**config.mk**
```make
export PLATFORM = sky130hd
export DESIGN_NAME = rmst_engine
export DESIGN_NICKNAME = d
export VERILOG_FILES = /design/src/sv/rmst_pkg.sv /design/src/sv/rmst_engine.sv
export VERILOG_INCLUDE_DIRS = /design/src /design/src/sv
export SDC_FILE = /design/constraint.sdc
export NUM_CORES = 1
export LEC_CHECK = 0
export BUFFER_PORTS_ARGS = -buffer_cell sky130_fd_sc_hd__buf_2
export CORE_MARGIN = 2
export CORE_UTILIZATION = 45
export DETAILED_ROUTE_END_ITERATION = 7
export GPL_TIMING_DRIVEN = 0
export HOLD_SLACK_MARGIN = 0.08
export PLACE_DENSITY = 0.74
export RECOVER_POWER = 100
export SKIP_LAST_GASP = 1
export SLEW_MARGIN = 10
export SYNTH_ARGS = -nofsm -noshare
export SYNTH_HDL_FRONTEND = slang
export SYNTH_SLANG_ARGS = --single-unit
export TNS_END_PERCENT = 30
```
**constraint.sdc**
```tcl
create_clock -name clk_i -period 6.7 [get_ports clk_i]
set_input_delay 0 -clock clk_i [delete_from_list [all_inputs] [get_ports clk_i]]
set_output_delay 0 -clock clk_i [all_outputs]
set_load 0.01 [all_outputs]
```
**src/sv/range_max_segment_tree_top_defines.svh**
```systemverilog
// Assertion macros used by the range-max segment tree engine (rmst_engine).
// No dependencies; define NO_ASSERTIONS to compile the checks out.
`ifndef RANGE_MAX_SEGMENT_TREE_TOP_DEFINES_SVH
`define RANGE_MAX_SEGMENT_TREE_TOP_DEFINES_SVH

`ifndef NO_ASSERTIONS
`define RMST_ASSERT(lbl, clk, rstn, prop, msg) \
  lbl: assert property (@(posedge clk) disable iff (!rstn) prop) else $error(msg);
`define RMST_ASSERT_ALWAYS(lbl, clk, prop, msg) \
  lbl: assert property (@(posedge clk) prop) else $error(msg);
`else
`define RMST_ASSERT(lbl, clk, rstn, prop, msg)
`define RMST_ASSERT_ALWAYS(lbl, clk, prop, msg)
`endif

`endif

```
**src/sv/rmst_pkg.sv**
```systemverilog
// Types, constants and helpers for the range-max segment tree.
// No dependencies; used by rmst_engine and range_max_segment_tree_top.
`timescale 1ns / 1ps

package rmst_pkg;

  localparam int unsigned LEAF_BITS   = 10;
  localparam int unsigned INDEX_W     = 10;
  localparam int unsigned IN_VALUE_W  = 32;
  localparam int unsigned VALUE_W     = 32;
  localparam int unsigned RES_W       = 31;
  localparam int unsigned NODE_W      = LEAF_BITS + 1;
  localparam int unsigned WALK_W      = LEAF_BITS + 2;
  localparam int unsigned ROW_W       = LEAF_BITS;
  localparam int unsigned ROW_DATA_W  = 2 * VALUE_W;
  localparam int unsigned IN_TDATA_W  = 56;
  localparam int unsigned OUT_TDATA_W = 32;

  typedef logic [INDEX_W-1:0]           index_t;
  typedef logic [NODE_W-1:0]            node_t;
  typedef logic [WALK_W-1:0]            walk_t;
  typedef logic [ROW_W-1:0]             row_addr_t;
  typedef logic [ROW_DATA_W-1:0]        row_data_t;
  typedef logic signed [VALUE_W-1:0]    value_t;
  typedef logic signed [IN_VALUE_W-1:0] in_value_t;

  typedef enum logic [0:0] {
    CMD_UPDATE = 1'b0,
    CMD_QUERY  = 1'b1
  } cmd_e;

  typedef enum logic [2:0] {
    ST_CLEAR,
    ST_IDLE,
    ST_UPD,
    ST_QRY,
    ST_DONE
  } state_e;

  typedef struct packed {
    logic             valid;
    logic [RES_W-1:0] value;
  } result_t;

  function automatic value_t max_val(value_t a, value_t b);
    return (a > b) ? a : b;
  endfunction

  // Row r holds node 2r in the low half and node 2r+1 in the high half.
  function automatic value_t node_of(row_data_t row, logic odd);
    return odd ? value_t'(row[ROW_DATA_W-1:VALUE_W]) : value_t'(row[VALUE_W-1:0]);
  endfunction

  function automatic value_t to_stored(in_value_t raw);
    return value_t'(raw);
  endfunction

endpackage

```
**src/sv/rmst_engine.sv**
```systemverilog
// Tree walker: clear pass, leaf update with ancestor recompute, range query.
// Depends on rmst_pkg and drives an rmst_ram holding sibling pairs per row.
`timescale 1ns / 1ps
`include "range_max_segment_tree_top_defines.svh"

module rmst_engine (
  input  logic               clk_i,
  input  logic               rst_ni,
  input  logic               in_valid_i,
  output logic               in_ready_o,
  input  rmst_pkg::cmd_e     in_cmd_i,
  input  rmst_pkg::index_t   in_first_i,
  input  rmst_pkg::index_t   in_last_i,
  input  rmst_pkg::in_value_t in_value_i,
  output rmst_pkg::result_t  res_o,
  input  logic               res_ready_i,
  output logic               ram_we_o,
  output rmst_pkg::row_addr_t ram_waddr_o,
  output rmst_pkg::row_data_t ram_wdata_o,
  output rmst_pkg::row_addr_t ram_raddr_a_o,
  output rmst_pkg::row_addr_t ram_raddr_b_o,
  input  rmst_pkg::row_data_t ram_rdata_a_i,
  input  rmst_pkg::row_data_t ram_rdata_b_i
);

  import rmst_pkg::*;

  state_e    state_q, state_d;
  row_addr_t clr_q, clr_d;
  node_t     p_q, p_d;
  value_t    carry_q, carry_d;
  walk_t     a_q, a_d, b_q, b_d;
  value_t    best_q, best_d;

  logic      accept;
  index_t    first_leaf, last_leaf;
  row_data_t upd_row;
  value_t    upd_max;
  value_t    best1, best2;
  walk_t     a_inc, b_dec, a_nxt, b_nxt;

  assign accept     = in_valid_i && in_ready_o;
  assign first_leaf = in_first_i;
  assign last_leaf  = in_last_i;

  always_comb begin
    upd_row = ram_rdata_a_i;
    if (p_q[0]) begin
      upd_row[ROW_DATA_W-1:VALUE_W] = carry_q;
    end else begin
      upd_row[VALUE_W-1:0] = carry_q;
    end
    upd_max = max_val(node_of(upd_row, 1'b0), node_of(upd_row, 1'b1));
  end

  always_comb begin
    best1 = a_q[0] ? max_val(best_q, node_of(ram_rdata_a_i, a_q[0])) : best_q;
    best2 = !b_q[0] ? max_val(best1, node_of(ram_rdata_b_i, b_q[0])) : best1;
    a_inc = a_q + walk_t'(a_q[0]);
    b_dec = b_q - walk_t'(!b_q[0]);
    a_nxt = a_inc >> 1;
    b_nxt = b_dec >> 1;
  end

  always_ff @(posedge clk_i or negedge rst_ni) begin
    if (!rst_ni) begin
      state_q <= ST_CLEAR;
      clr_q   <= '0;
    end else begin
      state_q <= state_d;
      clr_q   <= clr_d;
    end
  end

  always_ff @(posedge clk_i) begin
    p_q     <= p_d;
    carry_q <= carry_d;
    a_q     <= a_d;
    b_q     <= b_d;
    best_q  <= best_d;
  end

  always_comb begin
    state_d       = state_q;
    clr_d         = clr_q;
    p_d           = p_q;
    carry_d       = carry_q;
    a_d           = a_q;
    b_d           = b_q;
    best_d        = best_q;
    in_ready_o    = 1'b0;
    res_o.valid   = 1'b0;
    res_o.value   = best_q[RES_W-1:0];
    ram_we_o      = 1'b0;
    ram_waddr_o   = clr_q;
    ram_wdata_o   = '0;
    ram_raddr_a_o = {1'b1, first_leaf[LEAF_BITS-1:1]};
    ram_raddr_b_o = {1'b1, last_leaf[LEAF_BITS-1:1]};
    unique case (state_q)
      ST_CLEAR: begin
        ram_we_o = 1'b1;
        clr_d    = clr_q + 1'b1;
        if (clr_q == '1) begin
          state_d = ST_IDLE;
        end
      end
      ST_IDLE: begin
        in_ready_o = 1'b1;
        if (accept) begin
          if (in_cmd_i == CMD_UPDATE) begin
            p_d     = {1'b1, first_leaf[LEAF_BITS-1:0]};
            carry_d = to_stored(in_value_i);
            state_d = ST_UPD;
          end else begin
            a_d    = {2'b01, first_leaf[LEAF_BITS-1:0]};
            b_d    = {2'b01, last_leaf[LEAF_BITS-1:0]};
            best_d = '0;
            if (first_leaf > last_leaf) begin
              state_d = ST_DONE;
            end else begin
              state_d = ST_QRY;
            end
          end
        end
      end
      ST_UPD: begin
        ram_we_o      = 1'b1;
        ram_waddr_o   = p_q[NODE_W-1:1];
        ram_wdata_o   = upd_row;
        ram_raddr_a_o = row_addr_t'(p_q[NODE_W-1:2]);
        p_d           = p_q >> 1;
        carry_d       = upd_max;
        if (p_q == node_t'(1)) begin
          state_d = ST_IDLE;
        end
      end
      ST_QRY: begin
        ram_raddr_a_o = a_nxt[ROW_W:1];
        ram_raddr_b_o = b_nxt[ROW_W:1];
        a_d           = a_nxt;
        b_d           = b_nxt;
        best_d        = best2;
        if (a_nxt > b_nxt) begin
          state_d = ST_DONE;
        end
      end
      ST_DONE: begin
        res_o.valid = 1'b1;
        if (res_ready_i) begin
          state_d = ST_IDLE;
        end
      end
      default: begin
        state_d = ST_IDLE;
      end
    endcase
  end

  `RMST_ASSERT(a_no_write_in_query, clk_i, rst_ni, (state_q == ST_QRY) |-> !ram_we_o, "write during query walk")
  `RMST_ASSERT(a_walk_order, clk_i, rst_ni, (state_q == ST_QRY) |-> (a_q <= b_q), "query walk crossed")
  `RMST_ASSERT(a_upd_node, clk_i, rst_ni, (state_q == ST_UPD) |-> (p_q != '0), "update walked past root")
  `RMST_ASSERT(a_done_source, clk_i, rst_ni, $rose(state_q == ST_DONE) |-> ($past(state_q) == ST_QRY || $past(state_q) == ST_IDLE), "result without query")

endmodule

```
Word-level counts from Yosys, hierarchy flattened:

Index checks and enable logic that the tools add are counted.

* bits in registers: 112
* bits of input ports: 185
* output and inout port bits: 128
* word-level logic and storage cells: 76

* reduce and logical (&&, ||, !) cells: 9
* eq/ne operators: 13
* mux-type cells: 39
* add/subtract/negate cells: 3
* order comparisons: 5

Operators with widths (count)
* 2-to-1 mux 32 bit: 13
* case mux 32 bit (2 select lines): 2
* greater-than comparator 32 bit: 3
* 2-to-1 mux 64 bit: 1
* 2-to-1 mux 12 bit: 4
* case mux 12 bit (2 select lines): 2
* 2-to-1 mux 11 bit: 2
* case mux 11 bit (2 select lines): 1
* 2-to-1 mux 3 bit: 7
* 2-to-1 mux 10 bit: 2
* case mux 10 bit (2 select lines): 1
* case mux 3 bit (5 select lines): 1
* inequality test 2 bit (second input constant): 7
* adder 12 x 1 -> 12 bit: 1
* subtractor 12 x 1 -> 12 bit: 1
* equality test 11 x 1 -> 1 bit (second input constant): 1
* greater-than comparator 11 bit: 1
* adder 10 x 1 -> 10 bit (second input constant): 1
* equality test 10 bit (second input constant): 1
* greater-than comparator 10 bit: 1
* equality test 3 x 2 -> 1 bit (second input constant): 2
* AND reduction 3 bit: 2
* AND reduction 5 bit: 1
* nonzero test 2 bit: 2
* other kinds (7): 9

Depth between registers and ports, before layout:

Gate-level depths: netlist (run 1).

* depth after elaboration: 8
* mapped depth: 24
* gate-level depth less buffers: 18

Worst setup path before layout (run 1):

No wires, ideal clock.

* path type: reg2reg
* start: register a_q[0]
* end: register best_q[0], data pin
* library setup time: 0.273 ns
* clock period less this slack: 5.420 ns
* stages on the path, launching flop included: 25
* required time: 6.427 ns
* path buffers: 6
* arrival: 5.147 ns
* slack: 1.280 ns
* cell sequence: edfxtp_1 clkbuf_1 clkbuf_1 nand2_1 a21boi_0 ha_1 a21oi_1 o21ai_0 a221oi_1 nor3_1 or4_1 clkbuf_1 clkbuf_1 nand4_1 nand2_1 ha_1 a21o_1 a21o_1 a221oi_1 o31ai_1 a2111oi_2 or2_1 clkbuf_1 clkbuf_1 a311oi_1

* longest elaborated chain between the ends: 8

RTL lines
* start, declared: line rmst_engine.sv:32 `walk_t a_q, a_d, b_q, b_d;`
* start signal, assigned: line rmst_engine.sv:78 `a_q <= a_d;`
* 2-to-1 mux 32 bit: line rmst_pkg.sv:51 `return odd ? value_t'(row[ROW_DATA_W-1:VALUE_W]) : value_t'(row[VALUE_W-1:0]);`
* greater-than comparator 32 bit: line rmst_pkg.sv:46 `return (a > b) ? a : b;`
* 2-to-1 mux 32 bit: line rmst_pkg.sv:46
* 2-to-1 mux 32 bit *: line rmst_engine.sv:57 `best1 = a_q[0] ? max_val(best_q, node_of(ram_rdata_a_i, a_q[0])) : best_q;`
* greater-than comparator 32 bit: line rmst_pkg.sv:46
* 2-to-1 mux 32 bit: line rmst_pkg.sv:46
* 2-to-1 mux 32 bit *: line rmst_engine.sv:58 `best2 = !b_q[0] ? max_val(best1, node_of(ram_rdata_b_i, b_q[0])) : best1;`
* case mux 32 bit (2 select lines) *: line rmst_engine.sv:99 `unique case (state_q)`
* end signal, assigned: line rmst_engine.sv:80 `best_q <= best_d;`
* end, declared: line rmst_engine.sv:33 `value_t best_q, best_d;`

Every way passes the cells marked *; elsewhere a longest branch is shown, timed or not.
A chain may end at the register's enable or synchronous reset.

Final worst setup path (run 1):

* start: register a_q[0]
* end: register best_q[30], data pin

The elaborated chain is that of the path after synthesis.

==> results.py, run 1 <==
metrics = {
    "outcome": {
        "status": "complete, but fails checks",
        "violations": "max-capacitance violations, max-slew violations",
    },
    "pwr": {
        "swShare_pct": 29.2,
        "comb_power_share_pct": 19.8,
        "clkPwrFrac_pct": 34.5,
        "p_switching_w": 0.000474,
        "pwr-share-seq_pct": 45.7,
        "internal_power_w": 0.00115,
        "p_total_w": 0.00162,
        "max-vdd-ir-drop_v": 0.000120,
        "powerDensity_nw_per_um2": 117,
        "p_leak_nw": 6.41,
    },
    "worst_setup_path": {
        "critPathLaunchType": "register",
        "r2r_cells": 23,
        "worstSetupEndpointType": "register",
        "path_class": "reg -> reg",
        "rr_endpoint": "best_q[30]$_SDFFCE_PN0P_",
        "cp_max_fo": 10,
        "r2r_slack_ps": 380,
        "arrival_ps": 6420,
        "cp.required_ps": 6800,
        "r2r_start": "a_q[0]$_DFFE_PP_",
    },
    "detailed_routing": {
        "drc": 0,
        "antenna_left": 0,
        "drtIter0Drc": 1016,
        "firstDrtPassIters": 7,
        "vias": 11800,
        "drt_wl_total_um": 41500,
        "vias_per_cell": 5.88,
        "avgRoutedWirePerCell_um": 20.6,
    },
    "clock_network": {
        "clock_latency_ps": 370,
        "numCtsBuffers": 9,
        "htree_levels": 3,
        "cts.sinks": 110,
        "cts_tree": "done",
        "cts_buffer_depth": 2,
        "root_buffer": "clkbuf_16",
        "path_clk_slew_ps": 80,
    },
    "die": {
        "initial_utilization_pct": 45.9,
        "core_um2": 24400,
        "fp.dieH_um": 162,
        "num_rows": 57,
        "io_pins": 313,
        "dieArea_um2": 26100,
        "die_width_um": 162,
    },
    "layout": {
        "final_cells": 2012,
        "drive_gt1_share_pct": 19.7,
        "fin_nets": 1987,
        "final-seq-area_um2": 3240,
        "multiInputGateArea_um2": 6980,
        "nFillCells": 2279,
        "areaGrowthSynthToFinish_pct": 23.4,
    },
    "synth": {
        "ys_warn_count": 0,
        "ys_seq_area_share_pct": 28.9,
        "synth_edf_count": 97,
        "synthArstFlopShare_pct": 11.8,
        "syn_area_um2": 11200,
        "synthCells": 1299,
        "ys_types": 62,
        "yosys_register_bits": 110,
        "syn_nets": 1604,
        "synthFlopType": "edfxtp_1",
        "syn_avg_cell_area_um2": 8.61,
    },
    "sta": {
        "slew_viol_final": 50,
        "skew_ps": 8.65,
        "layout_min_cycle_time_ps": 6320,
        "relSlewSlack_pct": -37.1,
        "hold_violations": 0,
        "tightest_slew_ps": 2060,
        "min_period_over_period_pct": 94.3,
        "setup_violations": 0,
        "rsz0062_at_grt": "no",
        "max_freq_ghz": 0.158,
    },
    "placed_design": {
        "dpl.cell_count": 1938,
        "port_buffers": 312,
        "gp_congestion": 0.980,
        "dpl.hpwl_um": 34100,
    },
    "global_route": {
        "grt_pass1_wl_um": 62500,
        "antenna_found_initial": 2,
        "grt_pass1_vias": 11500,
        "grtUsageTotal_pct": 30.8,
        "grt_max_degree": 34,
        "overflow": 0,
    },
    "worst_hold_path": {
        "min_path_type": "in -> reg",
        "timing.hold.worst_endpoint": "a_q[0]$_DFFE_PP_",
        "worst_hold_startpoint": "in_first_i[0]",
        "worstHoldPathCells": 3,
    },
    "job": {
        "cap_violations": 2,
    },
}
-- metal layers --
metal / wire (um) / global-route usage [%] / vias to the layer above
li1: - / - / 5537
met1: 15800 / 36.9 / 5475
met2: 20200 / 55.4 / 682
met3: 3730 / 4.42 / 125
met4: 1760 / 12.8 / 2
met5: 13 / 0 / -
-- cell type report --
cell class	count	share of cell area, %
Clock inverter	7	0.516
Sequential cell	110	23.4
Tap cell	324	2.94
Clock buffer	9	1.63
Antenna cell	1	0.0181
Inverter	57	1.55
Timing Repair Buffer	372	14.7
Buffer	126	4.67
Multi-Input combinational cell	1006	50.6
-- critical path, cell delays in order, from the launching register on --
cell	delay, ps
edfxtp_1	450
clkbuf_2	290
clkbuf_2	280
and2_1	190
a21oi_1	50
ha_1	330
a21o_1	190
a21o_1	170
a221oi_1	410
o211ai_1	170
a211oi_2	350
clkbuf_1	400
o21ai_0	270
nand2_1	140
ha_1	250
a21o_1	180
a21o_1	170
a221oi_1	270
o31ai_1	210
a2111oi_4	410
or2_1	160
clkbuf_1	250
clkbuf_2	310
a311oi_1	140
-- layout by cell type, fill, tap and decap left out, types with 11 or more instances in the layout --
| master | netlist | routed |
|---|---|---|
| mux2i_1 | 63 | 63 |
| and2_1 | 28 | 25 |
| o211ai_1 | 7 | 30 |
| a311oi_1 | 32 | 32 |
| clkbuf_4 | 0 | 32 |
| o21ai_0 | 50 | 54 |
| nand4_1 | 57 | 57 |
| nor2_1 | 77 | 77 |
| mux2_2 | 33 | 32 |
| ha_1 | 120 | 120 |
| xnor2_1 | 18 | 18 |
| a21oi_1 | 70 | 70 |
| edfxtp_1 | 97 | 97 |
| nand3_1 | 17 | 17 |
| nand2_1 | 196 | 196 |
| dfrtp_1 | 13 | 13 |
| o31ai_1 | 35 | 35 |
| dlygate4sd3_1 | 0 | 56 |
| clkbuf_1 | 73 | 168 |
| nor3_1 | 33 | 33 |
| inv_1 | 55 | 55 |
| o21bai_1 | 11 | 11 |
| a21o_1 | 14 | 14 |
| buf_2 | 1 | 221 |
| nor2b_1 | 11 | 11 |
-- synth_stat cells, types with 17 or more instances --
| master | instances | area [um^2] |
|---|---|---|
| nand2_1 | 196 | 736 |
| ha_1 | 120 | 1500 |
| edfxtp_1 | 97 | 2910 |
| nor2_1 | 77 | 289 |
| clkbuf_1 | 73 | 274 |
| a21oi_1 | 70 | 350 |
| mux2i_1 | 63 | 631 |
| nand4_1 | 57 | 357 |
| inv_1 | 55 | 206 |
| o21ai_0 | 50 | 250 |
| buf_4 | 41 | 308 |
| o31ai_1 | 35 | 263 |
| mux2_2 | 33 | 372 |
| nor3_1 | 33 | 165 |
| a311oi_1 | 32 | 280 |
| o211ai_2 | 30 | 375 |
| and2_1 | 28 | 175 |
| xnor2_1 | 18 | 158 |
| nand3_1 | 17 | 85.1 |
-- metrics by stage --
| step | setup slack, ps | util [%] | setup TNS, ps | instance area, um^2 | hold slack, ps |
|---|---|---|---|---|---|
| floorplan | 1280 | - | 0 | 11200 | -296 |
| global placement | -242 | 53.9 | -5520 | 13200 | -101 |
| detailed placement | -264 | 54.3 | -6930 | 13200 | -94.0 |
| CTS | 36.3 | 57.9 | 0 | 14100 | 85.4 |
| global route | 33.3 | 56.6 | 0 | 13800 | 111 |
| finish | 383 | 56.6 | 0 | 13800 | 90.2 |
-- kinds of logic (layout without fill, tap and decap cells) --
| group | Yosys count | count (layout) | share of synthesized area (%) |
|---|---|---|---|
| AND/OR/NAND/NOR | 467 | 467 | 20.0 |
| flip-flops | 110 | 110 | 28.9 |
| multiplexers | 98 | 98 | 9.16 |
| adder cells (fa/ha/maj) | 120 | 120 | 13.4 |
| AO/OA/AOI/OAI | 295 | 295 | 18.7 |
| buffers and inverters | 183 | 571 | 7.79 |
| XOR/XNOR | 26 | 26 | 2.04 |
| other | 0 | 1 | 0 |
-- power by group through the flow --
stage	logic (W)	registers (W)	clock network, W
after floorplan	0.000161	0.000756	0
after global placement	0.000286	0.000756	0
after detailed placement	0.000293	0.000756	0
after CTS	0.000321	0.000741	0.000563
after global routing	0.000349	0.000741	0.000583
final	0.000321	0.000741	0.000561
-- worst max path at each step --
stage	startpoint	end	slack, ps	depth (start not counted)
2_1_floorplan	a_q[0]$_DFFE_PP_	best_q[0]$_SDFFCE_PN0P_	1280	24
3_3_place_gp	a_q[0]$_DFFE_PP_	best_q[28]$_SDFFCE_PN0P_	-240	23
3_5_place_dp	a_q[0]$_DFFE_PP_	best_q[31]$_SDFFCE_PN0P_	-260	23
4_1_cts	a_q[0]$_DFFE_PP_	best_q[9]$_SDFFCE_PN0P_	40	23
5_1_grt	a_q[0]$_DFFE_PP_	best_q[11]$_SDFFCE_PN0P_	30	22
6_report	a_q[0]$_DFFE_PP_	best_q[30]$_SDFFCE_PN0P_	380	23
-- flip-flops by register name (all words and copies together) (netlist names) --
register and flops:
clr_q 10, best_q 32, a_q 11, state_q 3, b_q 11, p_q 11
carry_q 32
-- timing repair --
action	4_1_cts	5_1_grt
pin swaps	0	1
setup buffers	0	1
hold endpoints to repair	75	0
hold buffers	56	0
setup endpoints to repair	32	32
gates resized for setup	4	13
(Power assumes the default switching activity.)
==> run 2, diff against run 1 <==
==> constraint.sdc (replaced) <==
create_clock -name clk_i -period 5.9 [get_ports clk_i]
set_input_delay 0 -clock clk_i [delete_from_list [all_inputs] [get_ports clk_i]]
set_output_delay 0 -clock clk_i [all_outputs]
set_load 0.01 [all_outputs]
==> results.py, run 2 (synthesized netlist as in run 1, its figures left out) <==
metrics = {
    "worst_hold_path": {
        "timing.hold.worst_endpoint": "a_q[0]$_DFFE_PP_",
        "worst_hold_startpoint": "in_first_i[0]",
        "worstHoldPathCells": 3,
        "min_path_type": "in -> reg",
    },
    "die": {
        "core_um2": 24400,
        "io_pins": 313,
        "initial_utilization_pct": 45.9,
        "num_rows": 57,
        "fp.dieH_um": 162,
        "dieArea_um2": 26100,
        "die_width_um": 162,
    },
    "sta": {
        "layout_min_cycle_time_ps": 5740,
        "max_freq_ghz": 0.174,
        "skew_ps": 10.3,
        "fin_setup_tns_ps": 0,
        "relSlewSlack_pct": -37.5,
        "tightest_slew_ps": 2060,
        "setup_violations": 0,
        "timing.hold.ws_ps": 92.9,
        "min_period_over_period_pct": 97.2,
        "hold_violations": 0,
        "slew_viol_final": 50,
    },
    "layout": {
        "nFillCells": 2263,
        "final_area_um2": 14000,
        "final_common_cell": "buf_2",
        "areaGrowthSynthToFinish_pct": 25.2,
        "mostFrequentLayoutCells": "buf_2 (224), nand2_1 (196), clkbuf_1 (153)",
        "largestRegisters": "best_q (32), carry_q (32)",
        "fin_nets": 1996,
        "drive_gt1_share_pct": 21.8,
        "final_cells": 2021,
    },
    "placed_design": {
        "port_buffers": 312,
        "dpl.cell_count": 1938,
        "dpl.hpwl_um": 34100,
        "dpl_cell_area_um2": 13200,
        "gp_congestion": 0.980,
    },
    "worst_setup_path": {
        "worstSetupEndpointType": "register",
        "r2r_start": "a_q[0]$_DFFE_PP_",
        "arrival_ps": 5840,
        "cp_max_fo": 10,
        "critPathLaunchType": "register",
        "r2r_cells": 23,
        "path_class": "reg -> reg",
        "rr_endpoint": "best_q[30]$_SDFFCE_PN0P_",
        "cp.required_ps": 6010,
        "r2r_slack_ps": 160,
    },
    "global_route": {
        "grtUsageTotal_pct": 30.9,
        "antenna_found_initial": 2,
        "grt_max_degree": 34,
        "overflow": 0,
        "grt_pass1_wl_um": 62600,
        "grt_pass1_vias": 11600,
    },
    "outcome": {
        "status": "complete, but fails checks",
        "violations": "max-capacitance violations, max-slew violations",
    },
    "clock_network": {
        "path_clk_slew_ps": 90,
        "clock_latency_ps": 370,
        "cts_buffer_depth": 2,
        "cts_tree": "done",
        "cts.sinks": 110,
        "htree_levels": 3,
        "root_buffer": "clkbuf_16",
        "numCtsBuffers": 9,
    },
    "detailed_routing": {
        "antenna_left": 0,
        "drtIter0Drc": 1072,
        "vias_per_cell": 5.86,
        "firstDrtPassIters": 5,
        "drc": 0,
        "avgRoutedWirePerCell_um": 20.6,
        "vias": 11800,
        "drt_wl_total_um": 41700,
    },
    "pwr": {
        "p_leak_nw": 6.51,
        "p_total_w": 0.00186,
        "powerDensity_nw_per_um2": 133,
        "max-vdd-ir-drop_v": 0.000138,
    },
    "job": {
        "cap_violations": 2,
    },
}
## run 2: cell count changes in the layout (fill, tap and decap cells not counted), moves of 4 or more
cell	before	now
a311oi_1	32	27
clkbuf_1	168	153
a311oi_2	0	5
clkbuf_4	32	36
buf_4	10	22
## run 2: how the worst max path moves through the flow
stage | from | slack [ps] | cells past startpoint | to
finish | a_q[0]$_DFFE_PP_ | 160 | 23 | best_q[30]$_SDFFCE_PN0P_
global route | a_q[0]$_DFFE_PP_ | -60 | 25 | best_q[28]$_SDFFCE_PN0P_
CTS | a_q[0]$_DFFE_PP_ | 80 | 21 | best_q[28]$_SDFFCE_PN0P_
detailed placement | a_q[0]$_DFFE_PP_ | -1060 | 23 | best_q[31]$_SDFFCE_PN0P_
global placement | a_q[0]$_DFFE_PP_ | -1040 | 23 | best_q[28]$_SDFFCE_PN0P_
floorplan | a_q[0]$_DFFE_PP_ | 480 | 24 | best_q[0]$_SDFFCE_PN0P_
## run 2: power by group
part / internal [W] / leakage (nW) / switching, W
combinational: 0.000173 / 5.32 / 0.000208
sequential: 0.000841 / 1.04 / 0
clock: 0.000302 / 0.148 / 0.000339
## run 2: worst max-delay path, stage by stage (launching register included)
cell and delay (ps):
edfxtp_1 410, buf_4 170, inv_1 120, clkbuf_2 260
a21oi_1 110, ha_1 320, nand4_1 280, or4_4 620
or3b_1 370, buf_1 160, clkbuf_2 240, nand4_1 160
nand2_1 90, ha_1 340, nand4_1 180, buf_4 150
inv_1 40, a221oi_2 270, o31ai_2 160, a2111oi_4 330
buf_4 200, or2_4 160, clkbuf_4 220, a311oi_1 120
## run 2: what timing repair did
| item | in CTS | in global routing |
|---|---|---|
| setup endpoints to repair | 32 | 32 |
| pin swaps | 2 | 11 |
| resized for setup | 26 | 40 |
| hold endpoints to repair | 75 | 0 |
| hold buffers | 56 | 0 |
| buffers inserted | 3 | 8 |
## run 2: area by class of cell
class / instances / area (um^2) / share of cell area, %
Multi-Input combinational cell: 1006 / 7070 / 50.4
Sequential cell: 110 / 3240 / 23.1
Timing Repair Buffer: 382 / 2100 / 15.0
Buffer: 125 / 686 / 4.89
Tap cell: 324 / 405 / 2.89
Clock buffer: 9 / 225 / 1.61
Inverter: 57 / 214 / 1.53
Clock inverter: 7 / 71.3 / 0.509
Antenna cell: 1 / 2.50 / 0.0179
## run 2: through the flow
| stage | utilization, % | setup WS (ps) |
|---|---|---|
| 6_report | 57.4 | 164 |
| 5_1_grt | 57.4 | -63.2 |
| 4_1_cts | 58.2 | 78.7 |
| 3_5_place_dp | 54.3 | -1060 |
| 3_3_place_gp | 53.9 | -1040 |
| 2_1_floorplan | - | 480 |
## run 2: routing by layer
| metal | vias up | wire (um) | GRT usage, % |
|---|---|---|---|
| li1 | 5566 | - | - |
| met1 | 5479 | 16000 | 37.0 |
| met2 | 687 | 20200 | 55.6 |
| met3 | 112 | 3760 | 4.42 |
| met4 | 2 | 1710 | 12.6 |
| met5 | - | 10 | 0 |
==> run 3, diff against run 2 <==
--- a/config.mk
+++ b/config.mk
@@ -6,7 +6,7 @@
 export SDC_FILE = /design/constraint.sdc
 export NUM_CORES = 1
 export LEC_CHECK = 0
-export BUFFER_PORTS_ARGS = -buffer_cell sky130_fd_sc_hd__buf_2
+export BUFFER_PORTS_ARGS = -buffer_cell sky130_fd_sc_hd__buf_4
 export CORE_MARGIN = 2
 export CORE_UTILIZATION = 45
 export DETAILED_ROUTE_END_ITERATION = 7
==> results.py, run 3 (synthesized netlist as in run 1, its figures left out) <==
metrics = {
    "detailed_routing": {
        "drc": 0,
        "vias": 11900,
        "drt_wl_total_um": 42800,
        "drtIter0Drc": 787,
        "avgRoutedWirePerCell_um": 21.3,
        "vias_per_cell": 5.93,
        "firstDrtPassIters": 5,
        "antenna_left": 0,
    },
    "layout": {
        "largestRegisters": "best_q (32), carry_q (32)",
        "final_common_cell": "buf_4",
        "fin_nets": 1989,
        "areaGrowthSynthToFinish_pct": 30.1,
        "mostFrequentLayoutCells": "buf_4 (234), nand2_1 (196), clkbuf_1 (154)",
        "final_cells": 2014,
        "drive_gt1_share_pct": 21.8,
        "final_area_um2": 14600,
    },
    "worst_setup_path": {
        "cp.required_ps": 6100,
        "crit_chain": "clkbuf_4 > buf_2 > and2_1 > a21oi_1 > ha_1 > nand4_1 > or4_1 > or3b_1 > buf_1 > clkbuf_1 > nand4_1 > nand2_1 > ha_1 > nand2_1 > o21ai_0 > a21oi_1 > o31ai_2 > a31o_1 > clkbuf_1 > nor3_1 > a311oi_2",
        "worst-path-buf-inv": 5,
        "crit_slowest_cell": "or4_1",
        "cp_top_family": "simple AND/OR/NAND/NOR gates",
        "path_class": "reg -> reg",
        "max_stage_delay_ps": 620,
        "critPathLaunchType": "register",
        "worstSetupEndpointType": "register",
        "cp_max_fo": 10,
        "arrival_ps": 6020,
    },
    "outcome": {
        "violations": "max-capacitance violations, max-slew violations",
        "status": "complete, but fails checks",
    },
    "worst_hold_path": {
        "min_path_type": "in -> reg",
    },
    "placed_design": {
        "gp_congestion": 0.962,
        "port_buffers": 312,
        "dpl.hpwl_um": 34900,
        "dpl_cell_area_um2": 14000,
        "dpl.cell_count": 1938,
        "post-place-ws_ps": -1310,
    },
    "global_route": {
        "grt_max_degree": 33,
        "grtUsageTotal_pct": 31.7,
        "grt_pass1_vias": 11900,
        "grt_pass1_wl_um": 64600,
        "overflow": 0,
        "antenna_found_initial": 1,
    },
    "sta": {
        "max_freq_ghz": 0.172,
        "hold_violations": 0,
        "timing.hold.ws_ps": 114,
        "slew_viol_final": 62,
        "tightest_slew_ps": 2030,
        "rsz0062_at_grt": "yes",
        "relSlewSlack_pct": -35.5,
        "min_period_over_period_pct": 98.6,
        "skew_ps": 10.6,
        "setup_violations": 0,
        "layout_min_cycle_time_ps": 5820,
        "finalWorstSetupSlack_ps": 80.2,
    },
    "die": {
        "fp.dieH_um": 162,
        "core_um2": 24400,
        "die_width_um": 162,
        "io_pins": 313,
        "num_rows": 57,
        "initial_utilization_pct": 45.9,
        "dieArea_um2": 26100,
    },
    "clock_network": {
        "cts_buffer_depth": 2,
        "clock_latency_ps": 370,
        "cts.sinks": 110,
        "root_buffer": "clkbuf_16",
        "numCtsBuffers": 9,
        "htree_levels": 3,
        "cts_tree": "done",
        "path_clk_slew_ps": 90,
    },
    "job": {
        "cap_violations": 2,
    },
    "pwr": {
        "p_leak_nw": 6.69,
        "p_total_w": 0.00190,
        "max-vdd-ir-drop_v": 0.000135,
        "powerDensity_nw_per_um2": 131,
    },
}
==> run 3: cell count changes in the layout (fill, tap and decap cells not counted), sizes merged <==
| cell | delta |
|---|---|
| dlygate4sd3 | -1 |
| buf | -10 |
| inv | -1 |
| clkinv | +1 |
| clkbuf | +4 |
==> run 3: timing repair <==
action | CTS | global route
cloned | 0 | 0
resized for setup | 25 | 38
endpoints found under the hold margin | 75 | 0
setup buffers | 3 | 2
endpoints found under the setup margin | 32 | 32
pin swaps | 4 | 4
hold buffers | 55 | 0
==> run 3: layer usage <==
layer  wire, um  track usage, %  up-vias
met1      16600            38.1     5619
met5          0               0        -
met2      20600            55.5      660
li1           -               -     5549
met3       3860            6.15      112
met4       1790            13.2        0
==> run 3: final timing paths <==
| kind | from | endpoint | slack [ps] | cells after the start |
|---|---|---|---|---|
| min in group asynchronous | rst_ni | clr_q[4]$_DFFE_PN0P_ | 710 | 3 |
| worst min register to register | clr_q[5]$_DFFE_PN0P_ | clr_q[5]$_DFFE_PN0P_ | 500 | 1 |
| worst min-delay path | in_first_i[0] | p_q[0]$_DFFE_PP_ | 110 | 3 |
| worst max-delay path | a_q[0]$_DFFE_PP_ | best_q[10]$_SDFFCE_PN0P_ | 80 | 21 |
| worst max register to register | a_q[0]$_DFFE_PP_ | best_q[10]$_SDFFCE_PN0P_ | 80 | 21 |
| max in group asynchronous | rst_ni | state_q[1]$_DFFE_PN0P_ | 4820 | 3 |
==> run 3: worst min-delay path, cell delays in order <==
cell     delay (ps)
buf_4            80
inv_1           110
o21ai_0         180
==> run 3: area by class of cell <==
cell class                      count  area, um^2
Inverter                           57         214
Clock inverter                      7        76.3
Fill cell                        2292        9840
Clock buffer                        9         225
Multi-Input combinational cell   1006        7120
Buffer                            125         672
Tap cell                          324         405
Timing Repair Buffer              375        2600
Antenna cell                        1        2.50
Sequential cell                   110        3240
==> run 3: stage by stage <==
stage / utilization (%) / TNS (ps)
after floorplan: - / 0
after global placement: 57.1 / -36450
after detailed placement: 57.5 / -39880
after CTS: 61.4 / 0
after global routing: 59.7 / -1000
final: 59.7 / 0
==> run 3: where the power goes <==
group / leakage, nW / switching (W) / internal, W
Combinational: 5.50 / 0.000212 / 0.000202
Sequential: 1.04 / 0 / 0.000841
Clock: 0.148 / 0.000345 / 0.000302
Total: 6.69 / 0.000557 / 0.00135
